`src/rtl/msdp_pkg.sv`:
```
// Shared types, constants and pipeline depths for the multi-slit diffraction unit.
// No dependencies; imported by the top module, msdp_sine and msdp_turn.
`default_nettype none

package msdp_pkg;

    // Q2.30 unity and radian-to-turn scale factors
    localparam logic [30:0] ONE_Q30        = 31'h4000_0000;
    localparam logic [29:0] RAD_TO_TURN32  = 30'h28BE_60DC;
    localparam logic [31:0] RAD_TO_TURN_HI = 32'h28BE_60DB;
    localparam logic [31:0] RAD_TO_TURN_LO = 32'h9391_054A;

    // phases below 2^-8 rad use the series form of sin(x)/x
    localparam int unsigned SMALL_PHASE_W  = 24;
    // floor(x/6) for x below 2^14 as (x * DIV6_RECIP) >> 18
    localparam logic [15:0] DIV6_RECIP     = 16'd43691;

    // Horner coefficients of the sine series, highest order first
    localparam int unsigned SIN_TERMS = 6;
    localparam logic [30:0] SIN_COEF [0:SIN_TERMS-1] = '{
        31'd3864, 31'd172272, 31'd5026995, 31'd85569306,
        31'd693598668, 31'd1686629713
    };

    // stage counts and datapath widths
    localparam int unsigned SIN_LAT   = SIN_TERMS + 2;
    localparam int unsigned TURN_LAT  = 3;
    localparam int unsigned QUO_W     = 31;
    localparam int unsigned DIV_LAT   = QUO_W;
    localparam int unsigned SINC_DW   = 64;
    localparam int unsigned GRAT_DW   = 42;
    localparam int unsigned PIPE_LAT  = 1 + SIN_LAT + 2 + TURN_LAT + 1 + SIN_LAT + 1
                                        + DIV_LAT + 3;

    // configuration register indexes
    typedef enum logic [2:0] {
        CFG_SLIT_COUNT   = 3'd0,
        CFG_PEAK_AMP     = 3'd1,
        CFG_SLIT_WIDTH   = 3'd2,
        CFG_SLIT_SPACING = 3'd3,
        CFG_WAVE_NUMBER  = 3'd4
    } t_cfg_idx;

    // reset values of the configuration registers
    localparam logic [10:0] RST_SLIT_COUNT   = 11'd1;
    localparam logic [31:0] RST_PEAK_AMP     = 32'd65536;
    localparam logic [31:0] RST_SLIT_WIDTH   = 32'd65536;
    localparam logic [31:0] RST_SLIT_SPACING = 32'd131072;
    localparam logic [31:0] RST_WAVE_NUMBER  = 32'd65536;

    // per-item flags carried alongside the divider chains
    typedef struct packed {
        logic        beta_small;
        logic [30:0] small_m;
        logic        sb_neg;
        logic        sd_zero;
        logic        ta_nz;
        logic        sn_neg;
        logic        sd_neg;
    } t_side;

endpackage

`default_nettype wire

```
`src/rtl/msdp_turn.sv`:
```
// Converts a Q32.32 radian phase into a 32-bit turn angle in three stages.
// Depends on msdp_pkg for the radian-to-turn constant.
`default_nettype none

module msdp_turn
    import msdp_pkg::*;
(
    input  wire logic        i_clk,
    input  wire logic [63:0] i_phase,
    output logic      [31:0] o_turn
);

    logic [63:0] r_pp00;
    logic [63:0] r_pp01;
    logic [63:0] r_pp10;
    logic [63:0] r_pp11;
    logic [65:0] r_mid;
    logic [31:0] r_hi;
    logic [31:0] r_turn;

    // partial products of the 64 by 64 product
    always_ff @(posedge i_clk) begin
        r_pp00 <= 64'(i_phase[31:0])  * 64'(RAD_TO_TURN_LO);
        r_pp01 <= 64'(i_phase[31:0])  * 64'(RAD_TO_TURN_HI);
        r_pp10 <= 64'(i_phase[63:32]) * 64'(RAD_TO_TURN_LO);
        r_pp11 <= 64'(i_phase[63:32]) * 64'(RAD_TO_TURN_HI);
    end

    // collect the middle column with its carry from below
    always_ff @(posedge i_clk) begin
        r_mid  <= 66'(r_pp01) + 66'(r_pp10) + 66'(r_pp00[63:32]);
        r_hi   <= r_pp11[31:0];
        r_turn <= r_hi + r_mid[63:32];
    end

    assign o_turn = r_turn;

endmodule

`default_nettype wire

```
`config.mk`:
```
export PLATFORM = sky130hd
export DESIGN_NAME = msdp_turn
export DESIGN_NICKNAME = d
export VERILOG_FILES = /design/src/rtl/msdp_pkg.sv /design/src/rtl/msdp_turn.sv
export SDC_FILE = /design/constraint.sdc
export NUM_CORES = 2
export LEC_CHECK = 0
export ABC_AREA = 1
export ABC_CLOCK_PERIOD_IN_PS = 8600
export BUFFER_PORTS_ARGS = -buffer_cell sky130_fd_sc_hd__buf_2
export CAP_MARGIN = 20
export CORE_MARGIN = 2
export CORE_UTILIZATION = 55
export DETAILED_ROUTE_END_ITERATION = 10
export PLACE_DENSITY = 0.71
export SYNTH_ARGS = -nofsm -noshare
export SYNTH_HDL_FRONTEND = slang
export SYNTH_SLANG_ARGS = --single-unit
```
`constraint.sdc`:
```
create_clock -name i_clk -period 8.6 [get_ports i_clk]
set_input_delay 1.29 -clock i_clk [delete_from_list [all_inputs] [get_ports i_clk]]
set_output_delay 1.29 -clock i_clk [all_outputs]
set_load 0.01 [all_outputs]
```
Word level (Yosys, flattened, before mapping)
Index checks and enable logic that the tools add are counted.

Flip-flop bits (word level): 348. Bits of input ports: 65. Output and inout bits: 32.

Add/subtract/negate cells: 3. Multiply operators: 4.

Operator list (count): $mul 32x31->63 const B (2); $add 62x64->64 (1); $add 64x32->64 (1); $mul 32x30->62 const B (1); $add 32x32->32 (1); $mul 32x30->32 const B (1).

Longest topological paths before layout
Depth in word-level cells: 2. Gate-level depth with buffers: 30.

Least setup slack after synthesis
No wires, ideal clock.

Path kind: in2reg. Start: in i_phase[10]. End: reg r_pp01[55]. Arrival time: 6579 ps. Data required time: 8487 ps. Setup slack: 1909 ps. Cell stages on the path: 23. Buffers on the path: 0. Cells stage by stage: fa_1 > fa_1 > inv_1 > fa_1 > inv_1 > fa_1 > fa_1 > fa_1 > fa_1 > inv_1 > fa_1 > inv_1 > ha_1 > nand2_1 > nor2_1 > inv_1 > nor2_2 > inv_1 > nor2_1 > and3_1 > nand2_1 > nand4_1 > nand2_1.

Longest elaborated chain between the ends: 1.

RTL lines: start, declared (line msdp_turn.sv:9) `input wire logic [63:0] i_phase,`; $mul 32x30->62 (line msdp_turn.sv:24) `r_pp01 <= 64'(i_phase[31:0]) * 64'(RAD_TO_TURN_HI);`; end signal, assigned (line msdp_turn.sv:24); end, declared (line msdp_turn.sv:14) `logic [63:0] r_pp01;`.

No other way between the ends.

Final worst setup path
Start: in i_phase[5]. End: reg r_pp01[28].

The elaborated chain is that of the path after synthesis.

==> impl_metrics.env <==
export IMPL_cts_max_path_buffers=3
export IMPL_routed_wirelength_um=245800
export IMPL_drc=0
export IMPL_worstRegToRegCells=9
export IMPL_timing_critical_path_required_ns=9.05
export IMPL_clkTransAtPathRegs_ns=0.07
export IMPL_holdBufCountCts=0
export IMPL_detail_route_antenna_nets=0
export IMPL_endpoint_kind="flip-flop"
export IMPL_floorplan_die_width_um=356.9
export IMPL_inserted_clock_buffers=29
export IMPL_synthArstFlopShare=0
export IMPL_synth_top_flop_cell="dfxtp_1"
export IMPL_synth_lib_cells_used_distinct=46
export IMPL_drv_cap=0
export IMPL_clock_skew_ns=0.03209
export IMPL_dp_final_hpwl_um=222300
export IMPL_multi_input_combinational_cell_area_mm2=0.05518
export IMPL_final_net_count=10800
export IMPL_route_detailed_wl_per_inst_um=24.90
export IMPL_site_rows=129
export IMPL_filler_cell_count=11400
export IMPL_first_global_vias=57840
export IMPL_final_seq_area_mm2=0.005685
export IMPL_detailroute_via_count=55930
export IMPL_cts_setup_buffers=0
export IMPL_die_y_um=356.9
export IMPL_cp_max_fo=11
export IMPL_setup_tns_final_ns=0
export IMPL_seq_area_frac_synth=0.08301
export IMPL_core_mm2=0.1236
export IMPL_fp_dieArea_mm2=0.1274
export IMPL_timing_setup_critical_path_class="input port to flip-flop"
export IMPL_areaGrowthSynthToFinish_pct=5.504
export IMPL_globalRouteTotalUtil=0.3942
export IMPL_i_o_pins=97
export IMPL_maximum_clock_frequency_ghz=0.1311
export IMPL_synthesis_nets=10650
export IMPL_timing_max_transition_violations_final=0
export IMPL_cts_htree_levels=1
export IMPL_detailedPlace_worstSlack_ns=0.5693
export IMPL_grt_setup_unrepaired="false"
export IMPL_max_slew_margin=0.3399
export IMPL_start_util=0.5539
export IMPL_synth_enable_flop_cells=0
export IMPL_first_pass_grt_wire_length_um=368100
export IMPL_mappedNetlistArea_mm2=0.06849
export IMPL_synth_warn=0
export IMPL_syn_avg_cell_area_um2=8.504
export IMPL_firstDrtPassIters=6
export IMPL_drt_first_iter_violations=5004
export IMPL_timing_final_crit_period_ns=7.625
export IMPL_final_layout_size_suffix_gt1_frac=0.03086
export IMPL_synth_ff_latch_count=284
export IMPL_root_buffer="clkbuf_16"
export IMPL_finalHoldViolations=0
export IMPL_place_port_buffers=96
export IMPL_largest_net_degree_at_the_start_of_global_routing=16
export IMPL_post_cts_resize_count=0
export IMPL_min_delay_path_class="flip-flop to flip-flop"
export IMPL_cp_arrival_ns=8.08
export IMPL_min_path_cells=0
export IMPL_finalWeightedCongestion=1.099
export IMPL_worstSkewPairLatency_ns=0.62
export IMPL_clock_sink_count=284
export IMPL_total_global_routing_overflow=0
export IMPL_worst_slack_ns=0.9748
export IMPL_antenna_found_initial=13
export IMPL_status="finished clean"
export IMPL_gate_count_after_technology_mapping=8054
export IMPL_finalCritPeriodShare=0.8867
export IMPL_route_detailed_vias_per_inst=5.665
export IMPL_tritoncts="done"
export IMPL_timing_final_setup_violations=0
export IMPL_timing_worst_slew_pin_value_ns=0.9869
export IMPL_startpoint_type="input port"
## registers in the layout (all words and copies together) (netlist names)
name	flops
r_pp11	32
r_hi	32
r_mid	32
r_pp00	32
r_pp10	62
r_pp01	62
o_turn	32
## worst max-delay path, stage by stage
cell and delay, ns:
buf_2 0.45, inv_1 0.24, fa_1 0.56, fa_1 0.49, inv_1 0.05, fa_1 0.38, inv_1 0.11, fa_1 0.42
inv_1 0.09, fa_1 0.41, fa_1 0.40, fa_1 0.54, inv_1 0.06, fa_1 0.49, inv_1 0.04, ha_1 0.44
nand2_1 0.18, nor2_1 0.22, inv_1 0.09, nor2_2 0.16, inv_2 0.07, nor3_2 0.17, nand2_1 0.09, o211ai_2 0.18
xor2_1 0.43
## synth_stat cells, types with 2 or more instances
cell type / count / share of area
ha_1: 1433 / 0.26
xor2_1: 142 / 0.018
o211ai_1: 7 / 0.00077
o21bai_1: 51 / 0.0056
a21oi_1: 381 / 0.028
and2_1: 3 / 0.00027
and3_1: 11 / 0.0010
o21ai_1: 5 / 0.00037
nor2_4: 5 / 0.00082
o21ai_2: 4 / 0.00051
nor4_1: 15 / 0.0014
a31oi_1: 20 / 0.0018
nor3_2: 4 / 0.00058
o211a_1: 3 / 0.00044
nor2_2: 21 / 0.0019
dfxtp_1: 284 / 0.083
a211oi_1: 4 / 0.00044
nand2_1: 1093 / 0.060
nand4_1: 57 / 0.0052
o21a_1: 12 / 0.0013
inv_1: 2015 / 0.11
o21ai_0: 267 / 0.020
nor3_1: 50 / 0.0037
nand3_2: 7 / 0.0010
nor2_1: 639 / 0.035
nand2_2: 13 / 0.0012
or2_2: 2 / 0.00018
a21boi_0: 17 / 0.0019
fa_1: 1097 / 0.32
a21o_1: 35 / 0.0038
a21oi_2: 2 / 0.00026
nand3b_1: 20 / 0.0022
o211ai_2: 2 / 0.00037
xnor2_1: 36 / 0.0046
nand3_1: 271 / 0.020
inv_2: 16 / 0.00088
## cell type report
| cell class | count | share of cell area |
|---|---|---|
| Inverter | 2031 | 0.1055 |
| Clock inverter | 17 | 0.003238 |
| Tap cell | 1637 | 0.02835 |
| Timing Repair Buffer | 123 | 0.009454 |
| Multi-Input combinational cell | 5739 | 0.7636 |
| Clock buffer | 36 | 0.01096 |
| Sequential cell | 284 | 0.07868 |
| Antenna cell | 5 | 0.0001732 |
## stage by stage
stage / cell area [µm²] / util / hold WS [ns] / std cells
CTS: 72250 / 0.5843 / 0.3270 / 9867
global placement: 71220 / 0.5760 / 0.3106 / 9814
global route: 72250 / 0.5843 / 0.3312 / 9867
finish: 72260 / 0.5844 / 0.3262 / 9872
floorplan: 68490 / - / 0.3096 / 8054
detailed placement: 71220 / 0.5760 / 0.3121 / 9814
## worst paths after layout
path,startpoint,to,slack (ns)
min,r_pp11[2],r_hi[2],0.33
max,i_phase[5],r_pp01[28],0.97
max reg2reg,r_pp00[62],r_mid[43],5.40
min reg2reg,r_pp11[2],r_hi[2],0.33
## cells by family after synthesis
| kind of cell | Yosys count | share of synthesized area |
|---|---|---|
| fa+ha+maj | 2530 | 0.5824 |
| compound gates | 816 | 0.06573 |
| xor+xnor | 178 | 0.02276 |
| simple gates | 2215 | 0.1347 |
| flops | 284 | 0.08301 |
| buf+inv | 2031 | 0.1113 |
## cell usage in the layout, fill, tap and decap left out, drive strengths merged, types with 35 or more instances in the layout
master / instances
a21o: 35
buf: 123
xnor2: 36
o21ai: 276
dfxtp: 284
ha: 1433
nor3: 54
nand4: 57
xor2: 142
a21oi: 383
nand3: 278
nor2: 665
o21bai: 52
nand2: 1106
clkbuf: 36
inv: 2036
fa: 1097
## per-layer routing
layer | wire [µm] | track usage | vias up | share of wire
met3 | 26800 | 0.1091 | 420 | 0.11
met1 | 112300 | 0.5842 | 27480 | 0.46
met2 | 99550 | 0.5684 | 2556 | 0.40
li1 | - | - | 25460 | -
met5 | 44 | 0 | - | 0.00018
met4 | 7111 | 0.09395 | 6 | 0.029
Power is left out: the tool's default activity adds up to more than one toggle a clock period on the data nets, which glitch-free logic cannot reach.
